<file path="src/rtl/thc_pkg.sv">
// Shared types, codes and digit arithmetic for the twelve-hour clock.
// Depends on nothing; every other file of the block imports it.
`default_nettype none

package thc_pkg;

  // Field widths.
  localparam int unsigned TpsW    = 10;
  localparam int unsigned HourW   = 4;
  localparam int unsigned MinW    = 6;
  localparam int unsigned CursorW = 4;

  localparam logic [TpsW-1:0]    TpsReset  = 10'd100;
  localparam logic [HourW-1:0]   HourTop   = 4'd12;
  localparam logic [MinW-1:0]    MinTop    = 6'd59;
  localparam logic [CursorW-1:0] CursorMax = 4'd10;

  // Request types.
  typedef enum logic [1:0] {
    REQ_TICK = 2'd0,
    REQ_SET  = 2'd1,
    REQ_KEY  = 2'd2,
    REQ_NONE = 2'd3
  } req_t;

  // Keypad codes above the digits.
  localparam logic [3:0] KEY_DIGIT_MAX = 4'd9;
  localparam logic [3:0] KEY_RIGHT     = 4'd10;
  localparam logic [3:0] KEY_LEFT      = 4'd11;
  localparam logic [3:0] KEY_RESET     = 4'd12;
  localparam logic [3:0] KEY_DONE      = 4'd13;
  localparam logic [3:0] KEY_AMPM      = 4'd14;

  // Cursor positions over "HH:MM:SS Xm".
  localparam logic [CursorW-1:0] POS_HOUR_T = 4'd0;
  localparam logic [CursorW-1:0] POS_HOUR_O = 4'd1;
  localparam logic [CursorW-1:0] POS_SEP_H  = 4'd2;
  localparam logic [CursorW-1:0] POS_MIN_T  = 4'd3;
  localparam logic [CursorW-1:0] POS_MIN_O  = 4'd4;
  localparam logic [CursorW-1:0] POS_SEP_M  = 4'd5;
  localparam logic [CursorW-1:0] POS_SEC_T  = 4'd6;
  localparam logic [CursorW-1:0] POS_SEC_O  = 4'd7;
  localparam logic [CursorW-1:0] POS_SEP_S  = 4'd8;

  // One input word.
  typedef struct packed {
    logic [1:0] req_type;
    logic [3:0] key_code;
  } in_word_t;

  // One result word.
  typedef struct packed {
    logic [HourW-1:0]   hours_out;
    logic [MinW-1:0]    minutes_out;
    logic [MinW-1:0]    seconds_out;
    logic               is_pm;
    logic               in_set_mode;
    logic [CursorW-1:0] cursor_out;
    logic               second_elapsed;
  } out_word_t;

  // Replace the tens or the ones digit of a value below 100.
  function automatic logic [6:0] digit_edit(input logic [6:0] value,
                                            input logic [3:0] digit,
                                            input logic       tens);
    logic [3:0] t;
    logic [6:0] ones;
    t = 4'd0;
    for (int i = 1; i <= 9; i++) begin
      if (value >= 7'(10 * i)) t = t + 4'd1;
    end
    ones = value - 7'(t) * 7'd10;
    if (tens) begin
      return ones + 7'(digit) * 7'd10;
    end
    return value - ones + 7'(digit);
  endfunction

  // Fold an edited hour into 1 to 12; zero stays zero.
  function automatic logic [HourW-1:0] hour_wrap(input logic [6:0] value);
    logic [3:0] k;
    logic [6:0] r;
    k = 4'd0;
    for (int i = 0; i < 8; i++) begin
      if (value >= 7'(13 + 12 * i)) k = k + 4'd1;
    end
    r = value - 7'(k) * 7'd12;
    return r[HourW-1:0];
  endfunction

  // Minutes and seconds below 100 reduced modulo 60.
  function automatic logic [MinW-1:0] wrap60(input logic [6:0] value);
    logic [6:0] r;
    r = (value >= 7'd60) ? value - 7'd60 : value;
    return r[MinW-1:0];
  endfunction

endpackage

`default_nettype wire

</file>
<file path="src/rtl/thc_in_stage.sv">
// Input register of the clock: captures one request word and holds it
// until the result register can take its outcome. Uses thc_pkg.
`default_nettype none

module thc_in_stage
  import thc_pkg::*;
(
  input  wire logic     clk,
  input  wire logic     rst,
  input  wire logic     in_valid,
  output logic          in_stall,
  input  wire in_word_t in_word,
  input  wire logic     fwd_ready,
  output logic          held_valid,
  output in_word_t      held_word
);

  logic take;

  // A held word that cannot move on blocks the next one.
  assign in_stall = held_valid && !fwd_ready;
  assign take     = in_valid && !in_stall;

  // Valid flag and payload of the input register.
  always_ff @(posedge clk) begin
    if (rst) begin
      held_valid <= 1'b0;
    end else if (take) begin
      held_valid <= 1'b1;
    end else if (fwd_ready) begin
      held_valid <= 1'b0;
    end
    if (take) begin
      held_word <= in_word;
    end
  end

endmodule

`default_nettype wire

</file>
<file path="src/rtl/thc_time_core.sv">
// Time-keeping state and its combinational update for one request word.
// Holds the prescaler, time, AM/PM, set mode, cursor and ticks_per_second. Uses thc_pkg.
`default_nettype none

module thc_time_core
  import thc_pkg::*;
(
  input  wire logic            clk,
  input  wire logic            rst,
  input  wire logic            cfg_valid,
  input  wire logic [TpsW-1:0] cfg_data,
  input  wire logic            step,
  input  wire in_word_t        word,
  output out_word_t            result
);

  logic [TpsW-1:0]    ticks_per_second;
  logic [TpsW-1:0]    tick_prescale, tick_prescale_next;
  logic [MinW-1:0]    sec_count, sec_count_next;
  logic [MinW-1:0]    min_count, min_count_next;
  logic [HourW-1:0]   hour_count, hour_count_next;
  logic               pm_flag, pm_flag_next;
  logic               set_mode, set_mode_next;
  logic [CursorW-1:0] cursor_pos, cursor_pos_next;
  logic               elapsed;

  logic [TpsW:0]      pre_inc;
  logic [HourW:0]     hour_inc;
  logic               tens_pos;
  logic [3:0]         key;

  assign key      = word.key_code;
  assign pre_inc  = {1'b0, tick_prescale} + {{TpsW{1'b0}}, 1'b1};
  assign hour_inc = {1'b0, hour_count} + {{HourW{1'b0}}, 1'b1};
  assign tens_pos = (cursor_pos == POS_HOUR_T) || (cursor_pos == POS_MIN_T) ||
                    (cursor_pos == POS_SEC_T);

  // Next state for the word in the input register.
  always_comb begin
    tick_prescale_next = tick_prescale;
    sec_count_next     = sec_count;
    min_count_next     = min_count;
    hour_count_next    = hour_count;
    pm_flag_next       = pm_flag;
    set_mode_next      = set_mode;
    cursor_pos_next    = cursor_pos;
    elapsed            = 1'b0;

    case (req_t'(word.req_type))
      REQ_TICK: begin
        if (!set_mode) begin
          if (pre_inc >= {1'b0, ticks_per_second}) begin
            tick_prescale_next = '0;
            elapsed            = 1'b1;
            // Carry through seconds, minutes and hours.
            if (sec_count >= MinTop) begin
              sec_count_next = '0;
              if (min_count >= MinTop) begin
                min_count_next = '0;
                if (hour_inc > {1'b0, HourTop}) begin
                  hour_count_next = 4'd1;
                end else begin
                  hour_count_next = hour_inc[HourW-1:0];
                  if (hour_inc == {1'b0, HourTop}) pm_flag_next = !pm_flag;
                end
              end else begin
                min_count_next = min_count + 6'd1;
              end
            end else begin
              sec_count_next = sec_count + 6'd1;
            end
          end else begin
            tick_prescale_next = pre_inc[TpsW-1:0];
          end
        end
      end
      REQ_SET: begin
        if (!set_mode) begin
          set_mode_next   = 1'b1;
          cursor_pos_next = '0;
        end
      end
      REQ_KEY: begin
        if (set_mode) begin
          if (key <= KEY_DIGIT_MAX) begin
            // Digit entry at the cursor, then the cursor steps right.
            if (cursor_pos == POS_HOUR_T || cursor_pos == POS_HOUR_O) begin
              hour_count_next = hour_wrap(digit_edit({3'b000, hour_count},
                                                     key, tens_pos));
              cursor_pos_next = cursor_pos + 4'd1;
            end else if (cursor_pos == POS_MIN_T || cursor_pos == POS_MIN_O) begin
              min_count_next  = wrap60(digit_edit({1'b0, min_count}, key, tens_pos));
              cursor_pos_next = cursor_pos + 4'd1;
            end else if (cursor_pos == POS_SEC_T || cursor_pos == POS_SEC_O) begin
              sec_count_next  = wrap60(digit_edit({1'b0, sec_count}, key, tens_pos));
              cursor_pos_next = cursor_pos + 4'd1;
            end else if (cursor_pos == POS_SEP_H || cursor_pos == POS_SEP_M ||
                         cursor_pos == POS_SEP_S) begin
              cursor_pos_next = cursor_pos + 4'd1;
            end
          end else if (key == KEY_RIGHT) begin
            if (cursor_pos < CursorMax) cursor_pos_next = cursor_pos + 4'd1;
          end else if (key == KEY_LEFT) begin
            if (cursor_pos != '0) cursor_pos_next = cursor_pos - 4'd1;
          end else if (key == KEY_RESET) begin
            hour_count_next = HourTop;
            min_count_next  = '0;
            sec_count_next  = '0;
            pm_flag_next    = 1'b0;
            set_mode_next   = 1'b0;
            cursor_pos_next = '0;
          end else if (key == KEY_DONE) begin
            set_mode_next   = 1'b0;
            cursor_pos_next = '0;
          end else if (key == KEY_AMPM) begin
            pm_flag_next = !pm_flag;
          end
        end
      end
      default: begin
      end
    endcase
  end

  // The result shows the state after this word.
  always_comb begin
    result.hours_out      = hour_count_next;
    result.minutes_out    = min_count_next;
    result.seconds_out    = sec_count_next;
    result.is_pm          = pm_flag_next;
    result.in_set_mode    = set_mode_next;
    result.cursor_out     = cursor_pos_next;
    result.second_elapsed = elapsed;
  end

  // State registers and the configuration register.
  always_ff @(posedge clk) begin
    if (rst) begin
      ticks_per_second <= TpsReset;
      tick_prescale    <= '0;
      sec_count        <= '0;
      min_count        <= '0;
      hour_count       <= HourTop;
      pm_flag          <= 1'b0;
      set_mode         <= 1'b0;
      cursor_pos       <= '0;
    end else begin
      if (cfg_valid) begin
        ticks_per_second <= cfg_data;
      end
      if (step) begin
        tick_prescale <= tick_prescale_next;
        sec_count     <= sec_count_next;
        min_count     <= min_count_next;
        hour_count    <= hour_count_next;
        pm_flag       <= pm_flag_next;
        set_mode      <= set_mode_next;
        cursor_pos    <= cursor_pos_next;
      end
    end
  end

endmodule

`default_nettype wire

</file>
<file path="src/rtl/thc_out_stage.sv">
// Result register of the clock: holds one result word until the
// downstream side takes it. Uses thc_pkg.
`default_nettype none

module thc_out_stage
  import thc_pkg::*;
(
  input  wire logic      clk,
  input  wire logic      rst,
  input  wire logic      load,
  input  wire out_word_t load_word,
  output logic           ready,
  output logic           out_valid,
  input  wire logic      out_stall,
  output out_word_t      out_word
);

  // Room for a new word when empty or when the held word leaves now.
  assign ready = !out_valid || !out_stall;

  always_ff @(posedge clk) begin
    if (rst) begin
      out_valid <= 1'b0;
    end else if (load) begin
      out_valid <= 1'b1;
    end else if (!out_stall) begin
      out_valid <= 1'b0;
    end
    if (load) begin
      out_word <= load_word;
    end
  end

endmodule

`default_nettype wire

</file>
<file path="src/rtl/twelve_hour_clock_with_keypad_set.sv">
// Twelve-hour clock with keypad time setting: top level.
// An accepted word waits in the input register, then its result word is registered.
// Throughput: one word per cycle while the result side does not stall, set by the
// combinational state update between the input register and the result register.
// Reset (rst, synchronous): 12:00:00 am, running, cursor 0, prescaler 0,
// ticks_per_second 100, both registers empty. Uses thc_pkg and submodules.
`default_nettype none

module twelve_hour_clock_with_keypad_set
  import thc_pkg::*;
(
  input  wire logic            clk,
  input  wire logic            rst,
  input  wire logic            in_valid,
  output logic                 in_stall,
  input  wire in_word_t        in_word,
  output logic                 out_valid,
  input  wire logic            out_stall,
  output out_word_t            out_word,
  input  wire logic            cfg_valid,
  output logic                 cfg_ready,
  input  wire logic [TpsW-1:0] cfg_data
);

  logic      held_valid;
  in_word_t  held_word;
  logic      fwd_ready;
  logic      step;
  out_word_t result;

  // The configuration register is always writable.
  assign cfg_ready = 1'b1;

  // A held word is processed when the result register has room.
  assign step = held_valid && fwd_ready;

  thc_in_stage u_in (
    .clk        (clk),
    .rst        (rst),
    .in_valid   (in_valid),
    .in_stall   (in_stall),
    .in_word    (in_word),
    .fwd_ready  (fwd_ready),
    .held_valid (held_valid),
    .held_word  (held_word)
  );

  thc_time_core u_core (
    .clk       (clk),
    .rst       (rst),
    .cfg_valid (cfg_valid && cfg_ready),
    .cfg_data  (cfg_data),
    .step      (step),
    .word      (held_word),
    .result    (result)
  );

  thc_out_stage u_out (
    .clk       (clk),
    .rst       (rst),
    .load      (step),
    .load_word (result),
    .ready     (fwd_ready),
    .out_valid (out_valid),
    .out_stall (out_stall),
    .out_word  (out_word)
  );

endmodule

`default_nettype wire

</file>
<file path="config.mk">
export PLATFORM = sky130hd
export DESIGN_NAME = twelve_hour_clock_with_keypad_set
export DESIGN_NICKNAME = d
export VERILOG_FILES = /design/src/rtl/thc_pkg.sv /design/src/rtl/thc_in_stage.sv /design/src/rtl/thc_time_core.sv /design/src/rtl/thc_out_stage.sv /design/src/rtl/twelve_hour_clock_with_keypad_set.sv
export SDC_FILE = /design/constraint.sdc
export NUM_CORES = 1
export LEC_CHECK = 0
export BUFFER_PORTS_ARGS = -buffer_cell sky130_fd_sc_hd__buf_2
export CAP_MARGIN = 40
export CORE_MARGIN = 3
export CORE_UTILIZATION = 50
export DETAILED_ROUTE_END_ITERATION = 10
export PLACE_DENSITY = 0.67
export SYNTH_ARGS = -nofsm -noshare
export SYNTH_HDL_FRONTEND = slang
export SYNTH_HIERARCHICAL = 1
export SYNTH_SLANG_ARGS = --single-unit
</file>
<file path="constraint.sdc">
create_clock -name clk -period 9.1 [get_ports clk]
set_clock_uncertainty 0.2 [all_clocks]
set_input_delay 0.91 -clock clk [delete_from_list [all_inputs] [get_ports clk]]
set_output_delay 0.91 -clock clk [all_outputs]
set_load 0.005 [all_outputs]
</file>
==> key figures, run 1 <==
Run status
  • Status: finished clean

Min path
  • Worst hold-check path type: flop to flop
  • Hold Crit Depth: 2

STA
  • Final hold vios: 0
  • Slew of the pin with the lowest slew margin: 897 ps
  • RSZ-0062 raised after global routing: no
  • Slew margin rel.: 39.4%
  • Final clock period utilization by the worst path: 82.5%
  • Final setup viols: 0
  • Hold WS: 290 ps
  • Fmax: 133 MHz
  • Final min period: 7510 ps
  • Setup TNS: 0 ps
  • Max-slew violations: 0

Clock network
  • TritonCTS clock tree: built
  • # resized after CTS: 0
  • Clock Sinks: 73
  • CTS Buf Count: 9
  • Clock Tree Buf Depth: 2
  • Post CTS Setup Buffer Count: 0
  • CTS root buf: clkbuf_16
  • # H-tree levels: 3
  • Clock transition at path regs: 60 ps
  • Clk_lat worst skew: 350 ps
  • CTS Hold Bufs: 0

Die
  • Initial core utilization: 52.2%
  • Die Ht: 136 µm
  • IO Pins: 47
  • Row count: 46
  • Core area: 16200 µm²
  • Die area: 18600 µm²
  • Die X-Extent: 136 µm

Flow run
  • Max-Cap Viols: 0

Worst setup path
  • Critical path capture point type: flop
  • WP data arrival: 7550 ps
  • Setup CP Type: flop to flop
  • CP dominant cell by count: ha_1
  • Critical Path RT: 9140 ps
  • Worst path max stage delay: 810 ps
  • Crit-path max FO: 22
  • Worst setup SP type: flop
  • Crit path max-delay cell type: dfxtp_1
  • Worst R2R Path Depth: 31

Routing
  • Via-to-Cell Ratio: 6.00
  • DRT iter0 DRCs: 581
  • WL per Instance: 17.2 µm
  • # DRC: 0
  • Final WL: 22000 µm
  • First-pass iteration count of the detailed router: 5
  • Post-DRT Antenna Nets: 0
  • Vias: 7680

Global route
  • First-pass GRT wire length: 36300 µm
  • Gr ovfl total: 0
  • Vias in the first global route: 7157
  • Largest net degree at the start of global routing: 51
  • Initial antenna violation count: 0
  • All-Layer GR Usage: 24.2%

Finish
  • Synth-to-layout area growth: 7.81%
  • Nets: 1188
  • Share of cells above drive strength 1: 9.68%
  • # diodes: 0

Power
  • Pwr Density: 196 nW/µm²
  • Pleak: 4.02 nW
  • Worst vdd ir: 0.000110 V

Synth
  • Mapped cell area: 8480 µm²
  • Seq cells post-synth: 73
  • Post-Syn Instances: 1050
  • Sequential fraction of the synthesis area: 20.7%
  • Count of cell types in the netlist: 97
  • Post-synth top flop: dfxtp_1
  • EDFF count, synth: 29
  • Mapped Avg Cell Area: 8.07 µm²
  • Syn_nets: 1179
  • Synth async-reset ratio: 0%
  • Number of synthesis warnings: 6

Placement
  • HPWL after DPL: 15800 µm
  • Routability Congestion: 0.884
  • Port Buffers: 45
[worst max-delay path, delay by kind of cell (launching register included)]
| family | cells | cell delay (ps) |
|---|---|---|
| adders and majority gates | 7 | 2120 |
| DFF | 1 | 810 |
| and+or+nand+nor | 5 | 1140 |
| muxes | 1 | 170 |
| AOI/OAI and AO/OA | 8 | 1410 |
| buffers and inverters | 3 | 190 |
| xor gates and xnor gates | 7 | 1360 |
[logic make-up after synthesis]
kind of cell,after synthesis,share of synthesized area [%]
other cells,1,0.0442
compound gates,283,22.6
simple gates,339,20.0
xor+xnor,65,7.88
flops,73,20.7
fa+ha+maj,108,17.4
buf+inv,148,7.17
mux,33,4.12
[report_power, final]
part	internal, mW	switching (mW)	leakage (nW)
logic	0.427	0.567	3.22
registers	0.357	0.0254	0.636
clock network	0.269	0.149	0.163
[cell type report]
| cell class | instances | area (µm²) |
|---|---|---|
| Tap cell | 216 | 270 |
| Timing Repair Buffer | 57 | 315 |
| Multi-Input combinational cell | 829 | 6120 |
| Inverter | 89 | 334 |
| Clock buffer | 10 | 229 |
| Fill cell | 1523 | 7090 |
| Clock inverter | 6 | 115 |
| Sequential cell | 73 | 1750 |
[path summary, 6_finish.rpt]
check	to	start	slack [ps]
min reg2reg	u_core/ticks_per_second[1]$_SDFFE_PP0P_	u_core/ticks_per_second[1]$_SDFFE_PP0P_	290
min	u_core/ticks_per_second[1]$_SDFFE_PP0P_	u_core/ticks_per_second[1]$_SDFFE_PP0P_	290
max	u_core/sec_count[3]$_SDFFE_PP0P_	u_core/sec_count[2]$_SDFFE_PP0P_	1590
max reg2reg	u_core/sec_count[3]$_SDFFE_PP0P_	u_core/sec_count[2]$_SDFFE_PP0P_	1590
[cell usage after synthesis (15+ instances only)]
cell type	instances	share of area (%)
a21o_1	20	1.8
a21oi_1	65	3.8
and3_1	18	1.3
clkbuf_1	39	1.7
dfxtp_1	44	10
edfxtp_1	29	10
fa_1	17	4.0
ha_1	91	13
inv_1	87	3.9
mux2i_1	27	3.2
nand2_1	92	4.1
nand3_1	27	1.6
nor2_1	83	3.7
nor2b_1	15	1.1
nor3_1	22	1.3
o21a_1	15	1.3
o21ai_0	67	4.0
xnor2_1	30	3.1
xor2_1	28	2.9
[through the flow]
stage	instance area (µm²)	utilization (%)	cells	worst slack (ps)	power, mW
detailed placement	8800	54.2	1264	1680	1.37
global route	9140	56.3	1280	1140	1.95
global placement	8800	54.2	1264	1780	1.36
floorplan	8480	-	1050	2060	1.18
CTS	9140	56.3	1280	1630	1.80
finish	9140	56.3	1280	1590	1.79
[sequential cells by signal (all words and copies together) (netlist names)]
signal and count:
u_out/out_word 23, u_core/min_count 6, u_core/tick_prescale 10, u_core/cursor_pos 4, u_core/pm_flag 1, u_core/ticks_per_second 10, u_in/held_word 6, u_in/held_valid 1
u_out/out_valid 1, u_core/hour_count 4, u_core/set_mode 1, u_core/sec_count 6
[metal layers]
| metal | up-vias | track usage [%] | routed length, µm |
|---|---|---|---|
| met4 | 0 | 6.61 | 387 |
| met2 | 253 | 39.4 | 10200 |
| li1 | 3776 | - | - |
| met1 | 3613 | 34.2 | 10100 |
| met3 | 38 | 2.59 | 1300 |
| met5 | - | 0 | 0 |
[cells in the final DEF (no fill, tap or decap), types with 11 or more instances in the layout]
cell type / instances
nand2_1: 92
ha_1: 91
inv_1: 87
nor2_1: 83
o21ai_0: 67
a21oi_1: 65
buf_2: 45
dfxtp_1: 44
xnor2_1: 30
edfxtp_1: 29
xor2_1: 28
nand3_1: 27
mux2i_1: 27
nor3_1: 21
a21o_1: 20
and3_1: 18
fa_1: 17
o21a_1: 15
nor2b_1: 15
buf_4: 12
a31oi_1: 11
o31ai_1: 11
Power figures use the tool's default switching activity.
==> run 2: changes to the inputs <==
Settings changed: ABC_AREA set to 1.
Clock period 9.1 ns to 7.7 ns, I/O delays scaled along.
==> key figures, run 2 <==
Synth
  • Post-Syn Instances: 1288 (+23%)
  • Syn_nets: 1417 (+20%)
  • Most frequent cell after synthesis: nand2_1
  • Mapped cell area: 8680 µm² (+2.4%)
  • Cells taking the most area after synthesis: ha_1 (13%), nand2_1 (12%), dfxtp_1 (10%)
  • Seq cells post-synth: 73 (unchanged)
  • Cell taking the most area after synthesis: ha_1
  • Number of synthesis warnings: 6 (unchanged)
  • Top cells by count, synth: nand2_1 (270), inv_1 (217), a21oi_1 (109)
  • Sequential fraction of the synthesis area: 20.2% (-0.48 points)
  • Synth async-reset ratio: 0% (unchanged)
  • EDFF count, synth: 29 (unchanged)
  • Mapped Avg Cell Area: 6.74 µm² (-17%)
  • Synth top area share: 13.1% (-0.31 points)
  • Count of cell types in the netlist: 62 (-36%)
  • Post-synth top flop: dfxtp_1

STA
  • RSZ-0062 raised after global routing: no
  • Slew margin rel.: 43.6% (+4.2 points)
  • Fmax: 142 MHz (+6.3%)
  • Slew of the pin with the lowest slew margin: 845 ps (-52.3 ps)
  • Final WS setup: 638 ps (-954 ps)
  • Final min period: 7060 ps (-446 ps)
  • Final hold vios: 0 (unchanged)
  • Hold WS: 266 ps (-24.9 ps)
  • Max-slew violations: 0 (unchanged)
  • Final clock period utilization by the worst path: 91.7% (+9.2 points)
  • Final setup viols: 0 (unchanged)
  • Setup TNS: 0 ps (unchanged)

Global route
  • All-Layer GR Usage: 24.8% (+0.60 points)
  • Initial antenna violation count: 0 (unchanged)
  • Gr ovfl total: 0 (unchanged)
  • Largest net degree at the start of global routing: 38 (-25%)
  • First-pass GRT wire length: 37600 µm (+3.8%)
  • Vias in the first global route: 7725 (+7.9%)

Routing
  • DRT iter0 DRCs: 574 (-1.2%)
  • First-pass iteration count of the detailed router: 5 (unchanged)
  • Post-DRT Antenna Nets: 0 (unchanged)
  • WL per Instance: 14.8 µm (-14%)
  • # DRC: 0 (unchanged)
  • Vias: 8324 (+8.4%)
  • Final WL: 22800 µm (+3.7%)
  • Via-to-Cell Ratio: 5.40 (-10%)

Finish
  • Nets: 1446 (+22%)
  • Synth-to-layout area growth: 7.60%
  • Fillers: 1658 (+8.9%)
  • # diodes: 0 (unchanged)
  • Final core occ: 55.7% (-0.58 points)
  • Most common cell after layout, fill and taps aside: nand2_1
  • Multi-input gate area: 5790 µm² (-5.5%)
  • Seq. cell area: 1760 µm² (+0.50%)
  • Fin cells: 1542 (+20%)
  • Reg with most FFs: u_out/out_word
  • Share of cells above drive strength 1: 12.2% (+2.5 points)
  • Top Registers: u_out/out_word x23, u_core/tick_prescale x10, u_core/ticks_per_second x10
  • Most frequent cells in the layout: nand2_1 (270), inv_1 (217), a21oi_1 (109)
  • Max FFs per register: 23 (unchanged)

Die
  • Core area: 16800 µm² (+3.3%)
  • Die area: 19000 µm² (+2.3%)
  • Row count: 47 (+2.2%)
  • IO Pins: 47 (unchanged)
  • Die X-Extent: 138 µm (+1.1%)
  • Die Ht: 138 µm (+1.1%)
  • Initial core utilization: 51.8% (-0.44 points)

Worst setup path
  • Critical Path RT: 7610 ps (-1530 ps)
  • Setup CP Type: flop to flop
  • Critical path capture point type: flop
  • Worst Path Buf+Inv: 6 (+3)
  • CP dominant cell by count: ha_1
  • WP data arrival: 6970 ps (-580 ps)
  • Worst path max stage delay: 410 ps (-400 ps)
  • Crit path max-delay cell type: fa_1
  • Worst setup SP type: flop
  • Crit-path leading delay family: adder cells
  • Crit-path max FO: 8 (-64%)

Clock network
  • Clock Sinks: 73 (unchanged)
  • Clock Tree Buf Depth: 2 (unchanged)
  • CTS Buf Count: 9 (unchanged)
  • Clock transition at path regs: 60 ps (about the same)
  • CTS Hold Bufs: 0 (unchanged)
  • TritonCTS clock tree: built
  • # H-tree levels: 3 (unchanged)
  • CTS root buf: clkbuf_16
  • Clk_lat worst skew: 350 ps (about the same)

Placement
  • HPWL after DPL: 17400 µm (+10%)
  • Pre-CTS WS: 576 ps (-1100 ps)
  • Inst Count DP: 1526 (+21%)
  • Port Buffers: 45 (unchanged)
  • Routability Congestion: 0.876 (-0.88%)

Power
  • Pwr Density: 268 nW/µm² (+37%)
  • Pleak: 4.70 nW (+17%)
  • Worst vdd ir: 0.000170 V (+55%)

Min path
  • Worst hold-check path type: flop to flop

Run status
  • Status: finished clean

Flow run
  • Max-Cap Viols: 0 (unchanged)
-- run 2: area by class of cell --
cell class | instances | share of cell area [%]
clock buffer | 9 | 2.41
clock inverter | 7 | 0.884
inverter | 235 | 9.50
multi-input combinational | 943 | 62.0
sequential | 73 | 18.8
tap | 220 | 2.95
timing repair buffer | 55 | 3.43
-- run 2: tightest hold or removal path, cell delays in order, from the launching register on --
cell and delay [ps]:
dfxtp_1 300, inv_1 60, a21oi_1 60
-- run 2: logic make-up after synthesis --
kind of cell / share of synthesized area (%)
simple gates: 25.9
xor+xnor: 4.93
compound gates: 18.8
other cells: 0.0432
fa+ha+maj: 17.0
flops: 20.2
buf+inv: 13.1
-- run 2: metrics by stage --
step | power, mW | area (µm²)
finish | 2.51 | 9340
floorplan | 1.75 | 8680
CTS | 2.51 | 9330
global placement | 2.03 | 9000
detailed placement | 2.06 | 9020
global route | 2.77 | 9340
-- run 2: layer usage --
metal	GRT usage (%)	vias to the layer above	share of wire [%]
li1	-	4286	-
met1	33.3	3789	47
met2	41.5	212	46
met3	2.85	37	5.1
met4	8.29	0	2.4
met5	0	-	0
-- run 2: final timing paths --
path / start / end / slack, ps / depth (start not counted)
min: u_core/ticks_per_second[7]$_SDFFE_PP0P_ / u_core/ticks_per_second[7]$_SDFFE_PP0P_ / 270 / 2
max: u_core/min_count[0]$_SDFFE_PP0P_ / u_out/out_word[16]$_DFFE_PP_ / 640 / 41
min reg2reg: u_core/ticks_per_second[7]$_SDFFE_PP0P_ / u_core/ticks_per_second[7]$_SDFFE_PP0P_ / 270 / 2
max reg2reg: u_core/min_count[0]$_SDFFE_PP0P_ / u_out/out_word[16]$_DFFE_PP_ / 640 / 41
-- run 2: report_power, final --
part / total, mW / internal [mW] / switching [mW]
clock network: 0.443 / 0.257 / 0.185
registers: 0.454 / 0.427 / 0.0263
logic: 1.61 / 0.606 / 1.00
total: 2.51 / 1.29 / 1.21
-- run 2: repair_timing --
action	4_1_cts	5_1_grt
setup endpoints to repair	0	8
resized for setup	0	8
setup buffers	0	0
